## config.mk

```make
export PLATFORM = sky130hd
export DESIGN_NAME = message_slot_mailbox_unit
export DESIGN_NICKNAME = d
export VERILOG_FILES = /design/src/rtl/msm_pkg.sv /design/src/rtl/msm_front.sv /design/src/rtl/msm_engine.sv /design/src/rtl/message_slot_mailbox_unit.sv
export SDC_FILE = /design/constraint.sdc
export NUM_CORES = 1
export LEC_CHECK = 0
export BUFFER_PORTS_ARGS = -buffer_cell sky130_fd_sc_hd__buf_2
export CAP_MARGIN = 20
export CORE_AREA = 2 2 258 260
export CTS_CLUSTER_SIZE = 25
export DETAILED_ROUTE_END_ITERATION = 8
export DIE_AREA = 0 0 260 262
export PLACE_DENSITY = 0.74
export SETUP_SLACK_MARGIN = 0.15
export SLEW_MARGIN = 10
export SYNTH_ARGS = -nofsm -noshare
export SYNTH_HDL_FRONTEND = slang
export SYNTH_SLANG_ARGS = --single-unit
```

## constraint.sdc

```tcl
create_clock -name clk -period 3.6 [get_ports clk]
set_input_delay 0.18 -clock clk [delete_from_list [all_inputs] [get_ports clk]]
set_output_delay 0.18 -clock clk [all_outputs]
set_load 0.01 [all_outputs]
```

## src/rtl/msm_pkg.sv

```systemverilog
package msm_pkg;

    localparam int SLOTS_DEF   = 16;
    localparam int ID_BITS_DEF = 16;

    localparam int FUNC_W     = 3;
    localparam int ID_IN_W    = 16;
    localparam int IDX_IN_W   = 4;
    localparam int FREE_OUT_W = 5;

    localparam logic [FUNC_W-1:0] FUNC_ALLOC = 3'd0;
    localparam logic [FUNC_W-1:0] FUNC_FREE  = 3'd1;
    localparam logic [FUNC_W-1:0] FUNC_SEND  = 3'd2;
    localparam logic [FUNC_W-1:0] FUNC_RECV  = 3'd3;
    localparam logic [FUNC_W-1:0] FUNC_CLEAR = 3'd4;

    typedef enum logic [2:0] {
        OP_NOP,
        OP_ALLOC,
        OP_FREE,
        OP_SEND,
        OP_RECV,
        OP_CLEAR
    } op_t;

    typedef enum logic [1:0] {
        ST_OK        = 2'd0,
        ST_NO_FREE   = 2'd1,
        ST_NOT_OWNER = 2'd2,
        ST_NO_MSG    = 2'd3
    } status_t;

    typedef struct packed {
        op_t                 op;
        logic [ID_IN_W-1:0]  req;
        logic [ID_IN_W-1:0]  tgt;
        logic [IDX_IN_W-1:0] idx;
        logic                idx_ok;
    } cmd_t;

    typedef struct packed {
        status_t               status;
        logic [IDX_IN_W-1:0]   slot;
        logic [FREE_OUT_W-1:0] free;
    } res_t;

endpackage

```

## src/rtl/msm_front.sv

```systemverilog
module msm_front #(
    parameter int SLOTS   = msm_pkg::SLOTS_DEF,
    parameter int ID_BITS = msm_pkg::ID_BITS_DEF
) (
    input  logic                          clk,
    input  logic                          rst_n,
    input  logic                          push,
    output logic                          full,
    input  logic [msm_pkg::FUNC_W-1:0]    func,
    input  logic [msm_pkg::ID_IN_W-1:0]   requester_id,
    input  logic [msm_pkg::IDX_IN_W-1:0]  slot_index,
    input  logic [msm_pkg::ID_IN_W-1:0]   target_id,
    output logic                          cmd_valid,
    output msm_pkg::cmd_t                 cmd,
    input  logic                          cmd_take
);
    import msm_pkg::*;

    localparam int SLOT_W = $clog2(SLOTS);
    localparam int IDX_W  = (SLOT_W > IDX_IN_W) ? SLOT_W : IDX_IN_W;
    localparam int KEEP_W = (ID_BITS < ID_IN_W) ? ID_BITS : ID_IN_W;

    cmd_t             in_cmd;
    logic [IDX_W-1:0] idx_ext;
    logic             push_ok;

    cmd_t             q_mem [2];
    logic             wr_ptr_reg;
    logic             wr_ptr_next;
    logic             rd_ptr_reg;
    logic             rd_ptr_next;
    logic [1:0]       count_reg;
    logic [1:0]       count_next;

    assign idx_ext = IDX_W'(slot_index);

    always_comb
    begin
        in_cmd.op = OP_NOP;
        case (func)
            FUNC_ALLOC: in_cmd.op = OP_ALLOC;
            FUNC_FREE:  in_cmd.op = OP_FREE;
            FUNC_SEND:  in_cmd.op = OP_SEND;
            FUNC_RECV:  in_cmd.op = OP_RECV;
            FUNC_CLEAR: in_cmd.op = OP_CLEAR;
            default:    in_cmd.op = OP_NOP;
        endcase
        in_cmd.req    = ID_IN_W'(requester_id[KEEP_W-1:0]);
        in_cmd.tgt    = ID_IN_W'(target_id[KEEP_W-1:0]);
        in_cmd.idx    = slot_index;
        in_cmd.idx_ok = (idx_ext <= IDX_W'(SLOTS - 1));
    end

    assign full      = (count_reg == 2'd2);
    assign cmd_valid = (count_reg != 2'd0);
    assign cmd       = q_mem[rd_ptr_reg];
    assign push_ok   = push && !full;

    always_comb
    begin
        wr_ptr_next = wr_ptr_reg;
        rd_ptr_next = rd_ptr_reg;
        count_next  = count_reg;
        if (push_ok)
        begin
            wr_ptr_next = !wr_ptr_reg;
        end
        if (cmd_take)
        begin
            rd_ptr_next = !rd_ptr_reg;
        end
        if (push_ok && !cmd_take)
        begin
            count_next = count_reg + 2'd1;
        end
        else if (!push_ok && cmd_take)
        begin
            count_next = count_reg - 2'd1;
        end
    end

    always_ff @(posedge clk or negedge rst_n)
    begin
        if (!rst_n)
        begin
            wr_ptr_reg <= 1'b0;
            rd_ptr_reg <= 1'b0;
            count_reg  <= 2'd0;
        end
        else
        begin
            wr_ptr_reg <= wr_ptr_next;
            rd_ptr_reg <= rd_ptr_next;
            count_reg  <= count_next;
        end
    end

    always_ff @(posedge clk)
    begin
        if (push_ok)
        begin
            q_mem[wr_ptr_reg] <= in_cmd;
        end
    end

endmodule

```

## src/rtl/msm_engine.sv

```systemverilog
module msm_engine #(
    parameter int SLOTS   = msm_pkg::SLOTS_DEF,
    parameter int ID_BITS = msm_pkg::ID_BITS_DEF
) (
    input  logic          clk,
    input  logic          rst_n,
    input  logic          cmd_valid,
    input  msm_pkg::cmd_t cmd,
    output logic          cmd_take,
    output logic          res_valid,
    output msm_pkg::res_t res,
    input  logic          pop
);
    import msm_pkg::*;

    localparam int SLOT_W = $clog2(SLOTS);
    localparam int IDX_W  = (SLOT_W > IDX_IN_W) ? SLOT_W : IDX_IN_W;
    localparam int KEEP_W = (ID_BITS < ID_IN_W) ? ID_BITS : ID_IN_W;
    localparam int CNT_W  = ($clog2(SLOTS + 1) > FREE_OUT_W) ? $clog2(SLOTS + 1) : FREE_OUT_W;
    localparam logic [SLOT_W-1:0] LAST = SLOT_W'(SLOTS - 1);

    typedef enum logic [3:0] {
        S_IDLE  = 4'b0001,
        S_ALLOC = 4'b0010,
        S_SEND  = 4'b0100,
        S_RECV  = 4'b1000
    } state_t;

    state_t              state_reg;
    state_t              state_next;
    cmd_t                cur_reg;
    cmd_t                cur_next;
    logic [SLOT_W-1:0]   pos_reg;
    logic [SLOT_W-1:0]   pos_next;
    logic [SLOTS-1:0]    owner_valid_reg;
    logic [SLOTS-1:0]    owner_valid_next;
    logic [SLOTS-1:0]    dest_valid_reg;
    logic [SLOTS-1:0]    dest_valid_next;
    logic [CNT_W-1:0]    free_reg;
    logic [CNT_W-1:0]    free_next;
    logic                res_valid_reg;
    logic                res_valid_next;
    res_t                res_reg;
    res_t                res_next;

    logic [KEEP_W-1:0]   owner_mem [SLOTS];
    logic [KEEP_W-1:0]   dest_mem [SLOTS];
    logic [KEEP_W-1:0]   owner_q_reg;
    logic [KEEP_W-1:0]   dest_q_reg;
    logic                owner_we;
    logic [SLOT_W-1:0]   owner_waddr;
    logic [KEEP_W-1:0]   owner_wdata;
    logic                dest_we;
    logic [SLOT_W-1:0]   dest_waddr;
    logic [KEEP_W-1:0]   dest_wdata;
    logic [SLOT_W-1:0]   owner_raddr;
    logic [SLOT_W-1:0]   dest_raddr;

    logic [IDX_W-1:0]    cmd_idx_ext;
    logic [SLOT_W-1:0]   cmd_addr;
    logic [IDX_W-1:0]    cur_idx_ext;
    logic [SLOT_W-1:0]   cur_addr;
    logic                done;
    status_t             done_status;
    logic [SLOT_W-1:0]   done_slot;
    logic [IDX_W-1:0]    done_slot_ext;

    assign cmd_idx_ext   = IDX_W'(cmd.idx);
    assign cmd_addr      = cmd_idx_ext[SLOT_W-1:0];
    assign cur_idx_ext   = IDX_W'(cur_reg.idx);
    assign cur_addr      = cur_idx_ext[SLOT_W-1:0];
    assign done_slot_ext = IDX_W'(done_slot);

    assign owner_raddr = cmd.idx_ok ? cmd_addr : '0;
    assign dest_raddr  = (state_reg == S_RECV && pos_reg != LAST) ?
                         pos_reg + SLOT_W'(1) : '0;

    assign res_valid = res_valid_reg;
    assign res       = res_reg;

    always_comb
    begin
        state_next       = state_reg;
        cur_next         = cur_reg;
        pos_next         = pos_reg;
        owner_valid_next = owner_valid_reg;
        dest_valid_next  = dest_valid_reg;
        free_next        = free_reg;
        res_valid_next   = res_valid_reg;
        res_next         = res_reg;
        owner_we         = 1'b0;
        owner_waddr      = pos_reg;
        owner_wdata      = cur_reg.req[KEEP_W-1:0];
        dest_we          = 1'b0;
        dest_waddr       = cur_addr;
        dest_wdata       = cur_reg.tgt[KEEP_W-1:0];
        cmd_take         = 1'b0;
        done             = 1'b0;
        done_status      = ST_OK;
        done_slot        = '0;

        if (res_valid_reg && pop)
        begin
            res_valid_next = 1'b0;
        end

        case (state_reg)
            S_IDLE:
            begin
                if (cmd_valid && !res_valid_reg)
                begin
                    cmd_take = 1'b1;
                    cur_next = cmd;
                    pos_next = '0;
                    case (cmd.op)
                        OP_ALLOC:
                        begin
                            state_next = S_ALLOC;
                        end
                        OP_RECV:
                        begin
                            state_next = S_RECV;
                        end
                        OP_SEND:
                        begin
                            if (cmd.idx_ok && owner_valid_reg[cmd_addr])
                            begin
                                state_next = S_SEND;
                            end
                            else
                            begin
                                done        = 1'b1;
                                done_status = ST_NOT_OWNER;
                            end
                        end
                        OP_FREE:
                        begin
                            if (cmd.idx_ok)
                            begin
                                if (owner_valid_reg[cmd_addr])
                                begin
                                    free_next = free_reg + CNT_W'(1);
                                end
                                owner_valid_next[cmd_addr] = 1'b0;
                                dest_valid_next[cmd_addr]  = 1'b0;
                            end
                            done = 1'b1;
                        end
                        OP_CLEAR:
                        begin
                            owner_valid_next = '0;
                            dest_valid_next  = '0;
                            free_next        = CNT_W'(SLOTS);
                            done             = 1'b1;
                        end
                        default:
                        begin
                            done = 1'b1;
                        end
                    endcase
                end
            end
            S_ALLOC:
            begin
                if (!owner_valid_reg[pos_reg])
                begin
                    owner_we                  = 1'b1;
                    owner_valid_next[pos_reg] = 1'b1;
                    dest_valid_next[pos_reg]  = 1'b0;
                    if (free_reg != '0)
                    begin
                        free_next = free_reg - CNT_W'(1);
                    end
                    done       = 1'b1;
                    done_slot  = pos_reg;
                    state_next = S_IDLE;
                end
                else if (pos_reg == LAST)
                begin
                    done        = 1'b1;
                    done_status = ST_NO_FREE;
                    state_next  = S_IDLE;
                end
                else
                begin
                    pos_next = pos_reg + SLOT_W'(1);
                end
            end
            S_SEND:
            begin
                if (owner_q_reg == cur_reg.req[KEEP_W-1:0])
                begin
                    dest_we                   = 1'b1;
                    dest_valid_next[cur_addr] = 1'b1;
                end
                else
                begin
                    done_status = ST_NOT_OWNER;
                end
                done       = 1'b1;
                state_next = S_IDLE;
            end
            S_RECV:
            begin
                if (dest_valid_reg[pos_reg] && dest_q_reg == cur_reg.req[KEEP_W-1:0])
                begin
                    done       = 1'b1;
                    done_slot  = pos_reg;
                    state_next = S_IDLE;
                end
                else if (pos_reg == LAST)
                begin
                    done        = 1'b1;
                    done_status = ST_NO_MSG;
                    state_next  = S_IDLE;
                end
                else
                begin
                    pos_next = pos_reg + SLOT_W'(1);
                end
            end
            default:
            begin
                state_next = S_IDLE;
            end
        endcase

        if (done)
        begin
            res_valid_next  = 1'b1;
            res_next.status = done_status;
            res_next.slot   = done_slot_ext[IDX_IN_W-1:0];
            res_next.free   = free_next[FREE_OUT_W-1:0];
        end
    end

    always_ff @(posedge clk or negedge rst_n)
    begin
        if (!rst_n)
        begin
            state_reg       <= S_IDLE;
            owner_valid_reg <= '0;
            dest_valid_reg  <= '0;
            free_reg        <= CNT_W'(SLOTS);
            res_valid_reg   <= 1'b0;
        end
        else
        begin
            state_reg       <= state_next;
            owner_valid_reg <= owner_valid_next;
            dest_valid_reg  <= dest_valid_next;
            free_reg        <= free_next;
            res_valid_reg   <= res_valid_next;
        end
    end

    always_ff @(posedge clk)
    begin
        cur_reg <= cur_next;
        pos_reg <= pos_next;
        res_reg <= res_next;
    end

    always_ff @(posedge clk)
    begin
        if (owner_we)
        begin
            owner_mem[owner_waddr] <= owner_wdata;
        end
        owner_q_reg <= owner_mem[owner_raddr];
    end

    always_ff @(posedge clk)
    begin
        if (dest_we)
        begin
            dest_mem[dest_waddr] <= dest_wdata;
        end
        dest_q_reg <= dest_mem[dest_raddr];
    end

    // The free count always equals the number of slots without an owner.
    a_free_matches_valid: assert property (@(posedge clk) disable iff (!rst_n)
        $countones(~owner_valid_reg) == int'(free_reg))
        else $error("free count differs from the number of unowned slots");

    a_dest_needs_owner: assert property (@(posedge clk) disable iff (!rst_n)
        (dest_valid_reg & ~owner_valid_reg) == '0)
        else $error("destination marked on a slot without an owner");

    a_busy_no_result: assert property (@(posedge clk) disable iff (!rst_n)
        !(state_reg != S_IDLE && res_valid_reg))
        else $error("operation in progress while a result is still pending");

    a_pop_clears: assert property (@(posedge clk) disable iff (!rst_n)
        (res_valid_reg && pop) |=> !res_valid_reg)
        else $error("result register not emptied after it was taken");

endmodule

```

## src/rtl/message_slot_mailbox_unit.sv

```systemverilog
// Free, clear and undefined codes are decided as the engine takes them from the request queue;
// send reads the slot owner through a registered memory read, then compares it; allocate and
// receive check one slot per cycle from slot zero to the first match. Results are registered.
// The engine starts a request only once the previous result is taken, so it cannot accept a
// new request while a result awaits pop; a two-entry request queue decouples the input.
// Reset empties the pool at once: all slots free, the request queue and result register empty.
module message_slot_mailbox_unit #(
    parameter int SLOTS   = msm_pkg::SLOTS_DEF,
    parameter int ID_BITS = msm_pkg::ID_BITS_DEF
) (
    input  logic                            clk,
    input  logic                            rst_n,
    input  logic                            push,
    output logic                            full,
    input  logic [msm_pkg::FUNC_W-1:0]      func,
    input  logic [msm_pkg::ID_IN_W-1:0]     requester_id,
    input  logic [msm_pkg::IDX_IN_W-1:0]    slot_index,
    input  logic [msm_pkg::ID_IN_W-1:0]     target_id,
    output logic                            empty,
    input  logic                            pop,
    output logic [1:0]                      status,
    output logic [msm_pkg::IDX_IN_W-1:0]    result_slot,
    output logic [msm_pkg::FREE_OUT_W-1:0]  free_count
);
    import msm_pkg::*;

    logic cmd_valid;
    cmd_t cmd;
    logic cmd_take;
    logic res_valid;
    res_t res;

    msm_front #(
        .SLOTS   (SLOTS),
        .ID_BITS (ID_BITS)
    ) u_front (
        .clk          (clk),
        .rst_n        (rst_n),
        .push         (push),
        .full         (full),
        .func         (func),
        .requester_id (requester_id),
        .slot_index   (slot_index),
        .target_id    (target_id),
        .cmd_valid    (cmd_valid),
        .cmd          (cmd),
        .cmd_take     (cmd_take)
    );

    msm_engine #(
        .SLOTS   (SLOTS),
        .ID_BITS (ID_BITS)
    ) u_engine (
        .clk       (clk),
        .rst_n     (rst_n),
        .cmd_valid (cmd_valid),
        .cmd       (cmd),
        .cmd_take  (cmd_take),
        .res_valid (res_valid),
        .res       (res),
        .pop       (pop)
    );

    assign empty       = !res_valid;
    assign status      = res.status;
    assign result_slot = res.slot;
    assign free_count  = res.free;

endmodule

```

==> reports/results.txt, run 1 <==
Post-synthesis adder-cell area fraction: 0.302%
Clock Latency Late Sink: 0.62 ns
Complex-gate fraction of the synthesized area: 7.13%
Cell with the most instances after synthesis: edfxtp_1
Final Critical Period: 3.10 ns
Row cnt: 94
Largest family of logic cells by synthesized area: simple AND/OR/NAND/NOR gates
Worst setup margin: 0.503 ns
Cell Area, Synth: 29000 um2
Synth Flop Type: edfxtp_1
Via-to-Cell Ratio: 5.80
Largest cells by area after synthesis: edfxtp_1 (66%), nand2_1 (5.4%), nand3_1 (4.3%), dfrtp_1 (3.8%), dfxtp_1 (2.2%)
Pin count of the biggest net entering global routing: 130
Fillers: 5282
Global-route usage over all layers: 20.6%
Avg Cell Area, Syn: 13.4 um2
Clock Tree Buf Depth: 3
Synth Net Count: 2212
Asr flop ratio synth: 6.40%
Leak: 11.4 nW
Critical setup path kind: flip-flop to flip-flop
Area occupied by multi-input gates: 7510 um2
Die Ht: 262 um
CTS Sinks: 719
Die width: 260 um
Core Region: 65300 um2
Total power: 25.2 mW
Setup violators final: 0
Most frequent cells after synthesis: edfxtp_1 (641), nand2_1 (420), nand3_1 (248)
Post-Synthesis Cells: 2162
Number of remaining DRC errors: 0
Congestion Overflow GR: 0
Crit path DAT: 3.62 ns
DR iter-0 viols: 2144
Yosys cell types: 77
Postcts setup bufs: 0
Worst Tran Pin Value: 0.876 ns
GP Congestion: 0.862
Worst rel slew slack: 41.6%
Pwr dens: 750 nW/um2
Clk slew on worst S/H paths: 0.06 ns
First-pass GRT wire length: 107 mm
CTS tree: yes
Setup crit start kind: flip-flop
Post-Route WL: 70.7 mm
Largest registers: u_engine.dest_mem: 256 flops, u_engine.owner_mem: 256 flops, u_front.q_mem: 78 flops
Status: finished clean
First-pass detailed-route iteration total: 6
Max cap viols: 0
Flops & latches, synth: 719
CP Capture Type: flip-flop
Post-synth EDFFs: 641
Critical path peak fanout: 58
Final Hold Viols: 0
Post-DP HPWL: 41.1 mm
Cell taking the most area after synthesis: edfxtp_1
TritonCTS buffer count: 70
Clock root cell: clkbuf_16
Fin crit share: 86.0%
Starting Density: 44.5%
Place WS: 0.562 ns
Fin nets: 2326
Hold WC Path Type: input port to asynchronous set/reset pin
Area Growth Syn to Fin: 15.5%
Number of global-route vias before repair: 18280
Synth Area in XOR/XNOR: 1.21%
Setup TNS: 0 ns
Synth top area share: 66.3%
Via count: 18532
Fin area: 33500 um2
Worst Skew: 0.0253 ns
Antenna cell count: 0
Layout cells sized above 1: 15.5%
VDD IR max: 585 uV
Dpl cell area: 30800 um2
# H-tree levels: 3
Final ANT Viol Nets: 0
PortBufs: 55
I/O Pins: 56
Antenna violations before repair: 0
Unrepaired setup endpoints after global routing: no
Post-Synth Simple-Gate Area: 14.4%
Worst EP required: 4.12 ns
Share of the yosys chip area belonging to registers: 72.5%
Yosys warning count: 0
Sequential standard cell area: 21000 um2
Fmax: 323 MHz
Max-slew violation count: 0
Post-synthesis mux area share: 2.34%
WL/cell: 22.1 um
Die area: 68100 um2
==> kinds of logic after synthesis <==
family / Yosys count
fa+ha+maj: 7
compound gates: 281
simple gates: 911
mux: 50
xor+xnor: 40
buf+inv: 154
flops: 719
==> per-layer routing <==
layer | vias to the layer above | wire length, um | track usage, %
met1 | 9226 | 28300 | 26.9
met4 | 0 | 2350 | 9.00
met3 | 140 | 4820 | 2.91
met5 | - | 0 | 0
met2 | 822 | 35200 | 34.6
li1 | 8344 | - | -
==> cell usage in the layout (no fill, tap or decap), drive strengths merged, types with 7 or more instances in the layout <==
| master | n |
|---|---|
| nor3 | 26 |
| clkinv | 27 |
| or2 | 33 |
| dfxtp | 32 |
| inv | 23 |
| bufinv | 8 |
| xnor2 | 36 |
| nor4b | 8 |
| mux2i | 7 |
| mux2 | 33 |
| a21oi | 46 |
| o221ai | 28 |
| nand2b | 27 |
| ha | 7 |
| and3 | 18 |
| nand3 | 249 |
| buf | 133 |
| nand4 | 10 |
| o311ai | 37 |
| mux4 | 10 |
| clkbuf | 90 |
| a31oi | 44 |
| a2bb2oi | 9 |
| nor2 | 86 |
| edfxtp | 641 |
| a311oi | 32 |
| dlygate4sd3 | 42 |
| dfrtp | 44 |
| o22a | 16 |
| nand2 | 420 |
| o21ai | 24 |
==> stage by stage <==
stage,hold WS (ns),util [%],instances
final,0.250,51.4,3197
after global routing,0.285,51.4,3197
after CTS,0.245,51.4,3197
after detailed placement,0.317,47.2,3026
after global placement,0.318,47.2,3026
after floorplan,-0.116,-,2162
==> path summary, 6_finish.rpt <==
check	startpoint	end	slack, ns	cells after the start
worst max-delay path	u_engine.owner_waddr[0]	u_engine.dest_q_reg[15]	0.50	8
worst min-delay path	rst_n	u_engine.free_reg[2]	0.25	3
worst max register to register	u_engine.owner_waddr[0]	u_engine.dest_q_reg[15]	0.50	8
worst min register to register	u_front.count_reg[1]	u_front.count_reg[1]	0.51	1
max in group asynchronous	rst_n	u_front.rd_ptr_reg	2.89	3
min in group clk	target_id[12]	u_front.q_mem[1][17]	0.29	2
==> power breakdown <==
part | internal [mW] | switching (mW)
Sequential | 11.0 | 1.31
Clock | 4.29 | 3.08
Combinational | 1.91 | 3.58
==> repair_timing <==
item / in CTS / in global routing
gates resized for setup: 0 / 0
endpoints found under the setup margin: 0 / 0
hold endpoints to repair: 124 / 0
hold buffers: 42 / 0
==> layout make-up <==
cell class | count | area share (%)
sequential | 719 | 62.8
tap | 864 | 3.22
multi-input combinational | 1289 | 22.4
clock buffer | 90 | 5.57
clock inverter | 39 | 1.34
inverter | 21 | 0.239
timing repair buffer | 175 | 4.49
==> worst max-delay path, cell delays in order, from the launching register on <==
cell	delay [ns]
edfxtp_1	0.76
ha_1	0.40
xor2_1	0.25
and2_4	0.57
buf_12	0.32
o311ai_0	0.18
o311ai_0	0.14
a21oi_1	0.12
a31oi_1	0.19
Power figures use the tool's default switching activity.
==> inputs of run 2 (changes only) <==
Settings changed: REMOVE_ABC_BUFFERS set to 1.
==> run 2 against run 1 <==
  * Die area unchanged
  * Clock power rose by 4.3%
  * Combinational power increased by 4.9%
  * Global-route usage up 0.49 points
  * Largest power group unchanged
  * Routed wire length is 1.9% higher
  * Sequential power about the same
  * Final cell count increased by 0.47%
==> reports/results.txt, run 2 (synthesized netlist as in run 1, its figures left out) <==
Crit path DAT: 3.49 ns (-0.13 ns)
CTS Sinks: 719 (unchanged)
Post-DP HPWL: 41.9 mm (+1.9%)
Max-slew violation count: 0 (unchanged)
Min-delay src: target_id[8]
CTS Hold Bufs: 42 (unchanged)
I/O Pins: 56 (unchanged)
Hold WC Path Type: input port to flip-flop
Clock Latency Late Sink: 0.62 ns (about the same)
Critical path peak fanout: 17 (-71%)
Setup violators final: 0 (unchanged)
Starting Density: 44.5% (unchanged)
CP Capture Type: flip-flop
Worst R2R Setup Slack: 0.38 ns (-0.12 ns)
Total power: 25.7 mW (+2.0%)
Most frequent cells in the layout: edfxtp_1 (641), nand2_1 (418), nand3_1 (248)
Pwr dens: 759 nW/um2 (+1.1%)
PortBufs: 55 (unchanged)
Slowest cell on crit path: dfrtp_4
Clock share of power: 29.9% (+0.6 points)
Area Growth Syn to Fin: 16.5%
Layout cells sized above 1: 16.6% (+1.1 points)
Die Ht: 262 um (unchanged)
Dpl cell area: 31000 um2 (+0.56%)
Final Critical Period: 3.22 ns (+0.124 ns)
Worst Tran Pin Value: 0.824 ns (-0.0519 ns)
Number of global-route vias before repair: 18960 (+3.7%)
Critical setup path kind: flip-flop to flip-flop
Fin crit share: 89.5% (+3.4 points)
P_sw: 8.09 mW (+1.6%)
Clock Tree Buf Depth: 3 (unchanged)
Clock root cell: clkbuf_16
Fmax: 310 MHz (-3.9%)
Worst rel slew slack: 45.1% (+3.5 points)
Die area: 68100 um2 (unchanged)
VDD IR max: 598 uV (+2.2%)
WL/cell: 22.4 um (+1.4%)
Fin nets: 2343 (+0.73%)
Global-route usage over all layers: 21.1% (+0.49 points)
Unrepaired setup endpoints after global routing: no
Leak: 11.6 nW (+1.2%)
Setup crit start kind: flip-flop
Via-to-Cell Ratio: 5.87 (+1.2%)
Core Region: 65300 um2 (unchanged)
Fin area: 33800 um2 (+0.88%)
Number of remaining DRC errors: 0 (unchanged)
Status: finished clean
Row cnt: 94 (unchanged)
Switching Fraction: 31.5% (-0.13 points)
Crit path launch: u_front.rd_ptr_reg
CTS-repair resized insts: 0 (unchanged)
Via count: 18845 (+1.7%)
Pin count of the biggest net entering global routing: 130 (unchanged)
Worst Skew: 0.0302 ns (+0.00481 ns)
Critical R2R Launch: u_front.rd_ptr_reg
Final ANT Viol Nets: 0 (unchanged)
CTS tree: yes
Delay-heaviest family, CP: simple AND/OR/NAND/NOR gates
Combinational share of power: 22.4% (+0.6 points)
Final Hold Viols: 0 (unchanged)
CP max stage delay: 0.60 ns (-0.16 ns)
CP Buf/Inv Count: 1 (unchanged)
Postcts setup bufs: 0 (unchanged)
Antenna cell count: 0 (unchanged)
First-pass detailed-route iteration total: 6 (unchanged)
First-pass GRT wire length: 110 mm (+2.9%)
Congestion Overflow GR: 0 (unchanged)
WHS: 0.295 ns (+0.0446 ns)
TritonCTS buffer count: 68 (-2.9%)
Commonest non-fill, non-tap cell in the layout: edfxtp_1
Antenna violations before repair: 0 (unchanged)
Max cap viols: 0 (unchanged)
Worst EP required: 3.87 ns (-0.25 ns)
Clk slew on worst S/H paths: 0.07 ns (about the same)
DR iter-0 viols: 2001 (-6.7%)
Worst-path cell chain: buf_4, nor2_1, a2bb2oi_1, a41oi_1, nor4_2, o2111ai_1, or3_1
GP Congestion: 0.882 (+2.3%)
Setup TNS: 0 ns (unchanged)
# H-tree levels: 3 (unchanged)
Post-Route WL: 72.0 mm (+1.9%)
Internal power: 17.6 mW (+2.2%)
Die width: 260 um (unchanged)
Largest registers: u_engine.dest_mem: 256 flops, u_engine.owner_mem: 256 flops, u_front.q_mem: 78 flops
Reg power frac: 47.6% (-1.3 points)
## run 2: cell count changes in the layout (fill, tap and decap cells not counted), sizes merged
cell,before,now
inv,23,22
buf,133,151
clkbuf,90,85
dlygate4sd3,42,43
bufinv,8,12
clkinv,27,24
clkinvlp,2,3
## run 2: final cells by class
cell class,instances,area (um2)
Fill cell,5258,31400
Multi-Input combinational cell,1289,7510
Sequential cell,719,21000
Timing Repair Buffer,194,1700
Clock inverter,40,529
Inverter,21,80.1
Tap cell,864,1080
Clock buffer,85,1880
## run 2: power by group through the flow
stage | registers, mW | logic [mW] | clock network (mW)
after floorplan | 12.1 | 3.41 | 0
after global placement | 12.3 | 5.48 | 0
after CTS | 12.2 | 5.75 | 7.75
final | 12.2 | 5.76 | 7.68
after global routing | 12.3 | 6.29 | 8.09
after detailed placement | 12.3 | 5.68 | 0
## run 2: final timing paths
check / to / depth (start not counted)
max reg2reg: u_engine.res[10] / 7
min in group asynchronous: u_engine.free_reg[0] / 3
min reg2reg: u_engine.dest_valid_reg[2] / 1
max: u_engine.res[10] / 7
max in group asynchronous: u_engine.state_reg[0] / 4
min: u_front.q_mem[1][13] / 2
## run 2: through the flow
stage               setup WS, ns  std cells  util [%]
global route               0.284       3212      51.8
global placement           0.487       3043      47.4
finish                     0.379       3212      51.8
detailed placement         0.437       3043      47.4
floorplan                  -3.41       2029         -
CTS                        0.391       3210      51.8
## run 2: metal layers
| layer | global-route usage [%] | routed length, um | vias up |
|---|---|---|---|
| met1 | 27.8 | 29000 | 9454 |
| li1 | - | - | 8378 |
| met3 | 3.15 | 5250 | 152 |
| met2 | 35.5 | 35500 | 861 |
| met5 | 0 | 0 | - |
| met4 | 8.11 | 2230 | 0 |
==> inputs of run 3 (changes only) <==
Settings changed: CORE_AREA 2 2 258 260 to 2 2 273 275, DIE_AREA 0 0 260 262 to 0 0 275 277, PLACE_DENSITY 0.74 to 0.69.
==> run 3 against run 2 <==
  * Clock power is 1% lower
  * Non-clock buffer count is 5 lower
  * Clock-buffer cell count is 15 higher
  * Clock skew is 0.0079 ns lower
  * Final area is 0.37% higher
  * Global-route usage is 2.2 points lower
  * First-iteration DRC count is 2.1% higher
==> reports/results.txt, run 3 (synthesized netlist as in run 1, its figures left out) <==
Status: finished clean
Clock root cell: clkbuf_16
# H-tree levels: 3 (unchanged)
Die Ht: 277 um (+5.7%)
Number of global-route vias before repair: 18459 (-2.6%)
CP max stage delay: 0.64 ns (+0.04 ns)
Crit path DAT: 3.52 ns (+0.03 ns)
Finished Layout Cells: 3325 (+3.5%)
WL/cell: 21.9 um (-2.5%)
Fin nets: 2345 (+0.085%)
First-pass detailed-route iteration total: 6 (unchanged)
Post-DP HPWL: 42.3 mm (+1.1%)
Die area: 76200 um2 (+12%)
Most frequent cells in the layout: edfxtp_1 (641), nand2_1 (418), nand3_1 (248)
CP Capture Type: flip-flop
Worst-path cell chain: xnor2_1, nand4_1, nor4_1, buf_4, nand3_2, o2111ai_1, or3_1
Largest registers: u_engine.dest_mem: 256 flops, u_engine.owner_mem: 256 flops, u_front.q_mem: 78 flops
Max cap viols: 0 (unchanged)
Max-slew violation count: 0 (unchanged)
Setup violators final: 0 (unchanged)
Antenna violations before repair: 0 (unchanged)
CTS tree: yes
Worst Tran Pin Value: 0.807 ns (-0.0171 ns)
Final Critical Period: 3.27 ns (+0.0445 ns)
Via count: 18706 (-0.74%)
Sequential standard cell area: 21000 um2 (unchanged)
Commonest non-fill, non-tap cell in the layout: edfxtp_1
Unrepaired setup endpoints after global routing: no
Worst EP required: 3.86 ns (about the same)
PortBufs: 55 (unchanged)
Fin crit share: 90.7% (+1.2 points)
Slowest cell on crit path: edfxtp_1
Critical setup path kind: flip-flop to flip-flop
CTS Sinks: 719 (unchanged)
Worst Skew: 0.0222 ns (-0.00792 ns)
Congestion Overflow GR: 0 (unchanged)
Number of remaining DRC errors: 0 (unchanged)
Placed Cells incl. Taps: 3144 (+3.3%)
TritonCTS buffer count: 75 (+10%)
Total power: 25.5 mW (-0.81%)
VDD IR max: 632 uV (+5.7%)
Antenna cell count: 0 (unchanged)
I/O Pins: 56 (unchanged)
Setup crit start kind: flip-flop
Dpl cell area: 31100 um2 (+0.48%)
Fmax: 306 MHz (-1.4%)
Area occupied by multi-input gates: 7520 um2 (+0.12%)
Pin count of the biggest net entering global routing: 130 (unchanged)
Via-to-Cell Ratio: 5.63 (-4.1%)
DR iter-0 viols: 2044 (+2.1%)
Die width: 275 um (+5.8%)
GP Congestion: 0.873 (-1.0%)
Final Hold Viols: 0 (unchanged)
CP Buf/Inv Count: 1 (unchanged)
Delay-heaviest family, CP: simple AND/OR/NAND/NOR gates
Fillers: 6414 (+22%)
Area Growth Syn to Fin: 16.9%
Global-route usage over all layers: 19.0% (-2.2 points)
Final ANT Viol Nets: 0 (unchanged)
Clock Latency Late Sink: 0.62 ns (about the same)
Pwr dens: 750 nW/um2 (-1.2%)
Row cnt: 100 (+6.4%)
Critical path peak fanout: 18 (+1)
Core Region: 73600 um2 (+13%)
Fin area: 34000 um2 (+0.37%)
Hold WC Path Type: input port to asynchronous set/reset pin
Starting Density: 39.5% (-5.0 points)
Worst rel slew slack: 45.9% (+0.81 points)
First-pass GRT wire length: 110 mm (+0.40%)
Post-Route WL: 72.7 mm (+0.93%)
Clock Tree Buf Depth: 3 (unchanged)
Layout cells sized above 1: 16.6% (about the same)
Leak: 11.6 nW (-0.15%)
Clk slew on worst S/H paths: 0.06 ns (about the same)
[run 3: through the flow]
step	hold slack (ns)	setup slack [ns]	util, %	TNS [ns]
4_1_cts	0.191	0.353	46.2	0
2_1_floorplan	-0.116	-3.41	-	-273.80
6_report	0.179	0.334	46.2	0
5_1_grt	0.255	0.169	46.2	0
3_5_place_dp	0.328	0.381	42.3	0
3_3_place_gp	0.327	0.490	42.3	0
[run 3: tightest hold or removal path: stages]
cell and delay (ns):
dlygate4sd3_1 0.51, buf_2 0.09, buf_4 0.49
[run 3: final timing paths]
| kind | from | to | slack (ns) | cells after the start |
|---|---|---|---|---|
| max | u_engine.owner_wdata[15] | u_engine.res[3] | 0.33 | 7 |
| min | rst_n | u_engine.res_valid | 0.18 | 3 |
| max reg2reg | u_engine.owner_wdata[15] | u_engine.res[3] | 0.33 | 7 |
| min reg2reg | u_front.count_reg[1] | u_front.count_reg[1] | 0.50 | 1 |
| max in group asynchronous | rst_n | u_front.rd_ptr_reg | 2.93 | 3 |
| min in group clk | target_id[2] | u_front.q_mem[1][7] | 0.28 | 2 |
[run 3: power by group]
group	total (mW)	internal, mW	switching [mW]
logic	5.70	1.96	3.74
clock network	7.57	4.37	3.20
registers	12.2	11.0	1.20
total	25.5	17.3	8.13
[run 3: what timing repair did]
item / 4_1_cts / 5_1_grt
setup buffers: 0 / 0
resized for setup: 0 / 0
hold buffers: 43 / 0
endpoints found under the hold margin: 124 / 0
[run 3: per-layer routing]
metal  GRT usage [%]  up-vias  wire length, um
li1                -     8413                -
met4            5.92        0             1790
met2            30.5      745            34900
met5               0        -                0
met3            3.09      132             5030
met1            26.4     9416            31000
[run 3: layout make-up]
| cell class | count | share of cell area [%] |
|---|---|---|
| Clock buffer | 100 | 6.11 |
| Clock inverter | 38 | 0.976 |
| Inverter | 21 | 0.236 |
| Multi-Input combinational cell | 1289 | 22.1 |
| Sequential cell | 719 | 62.0 |
| Tap cell | 969 | 3.57 |
| Timing Repair Buffer | 189 | 4.97 |
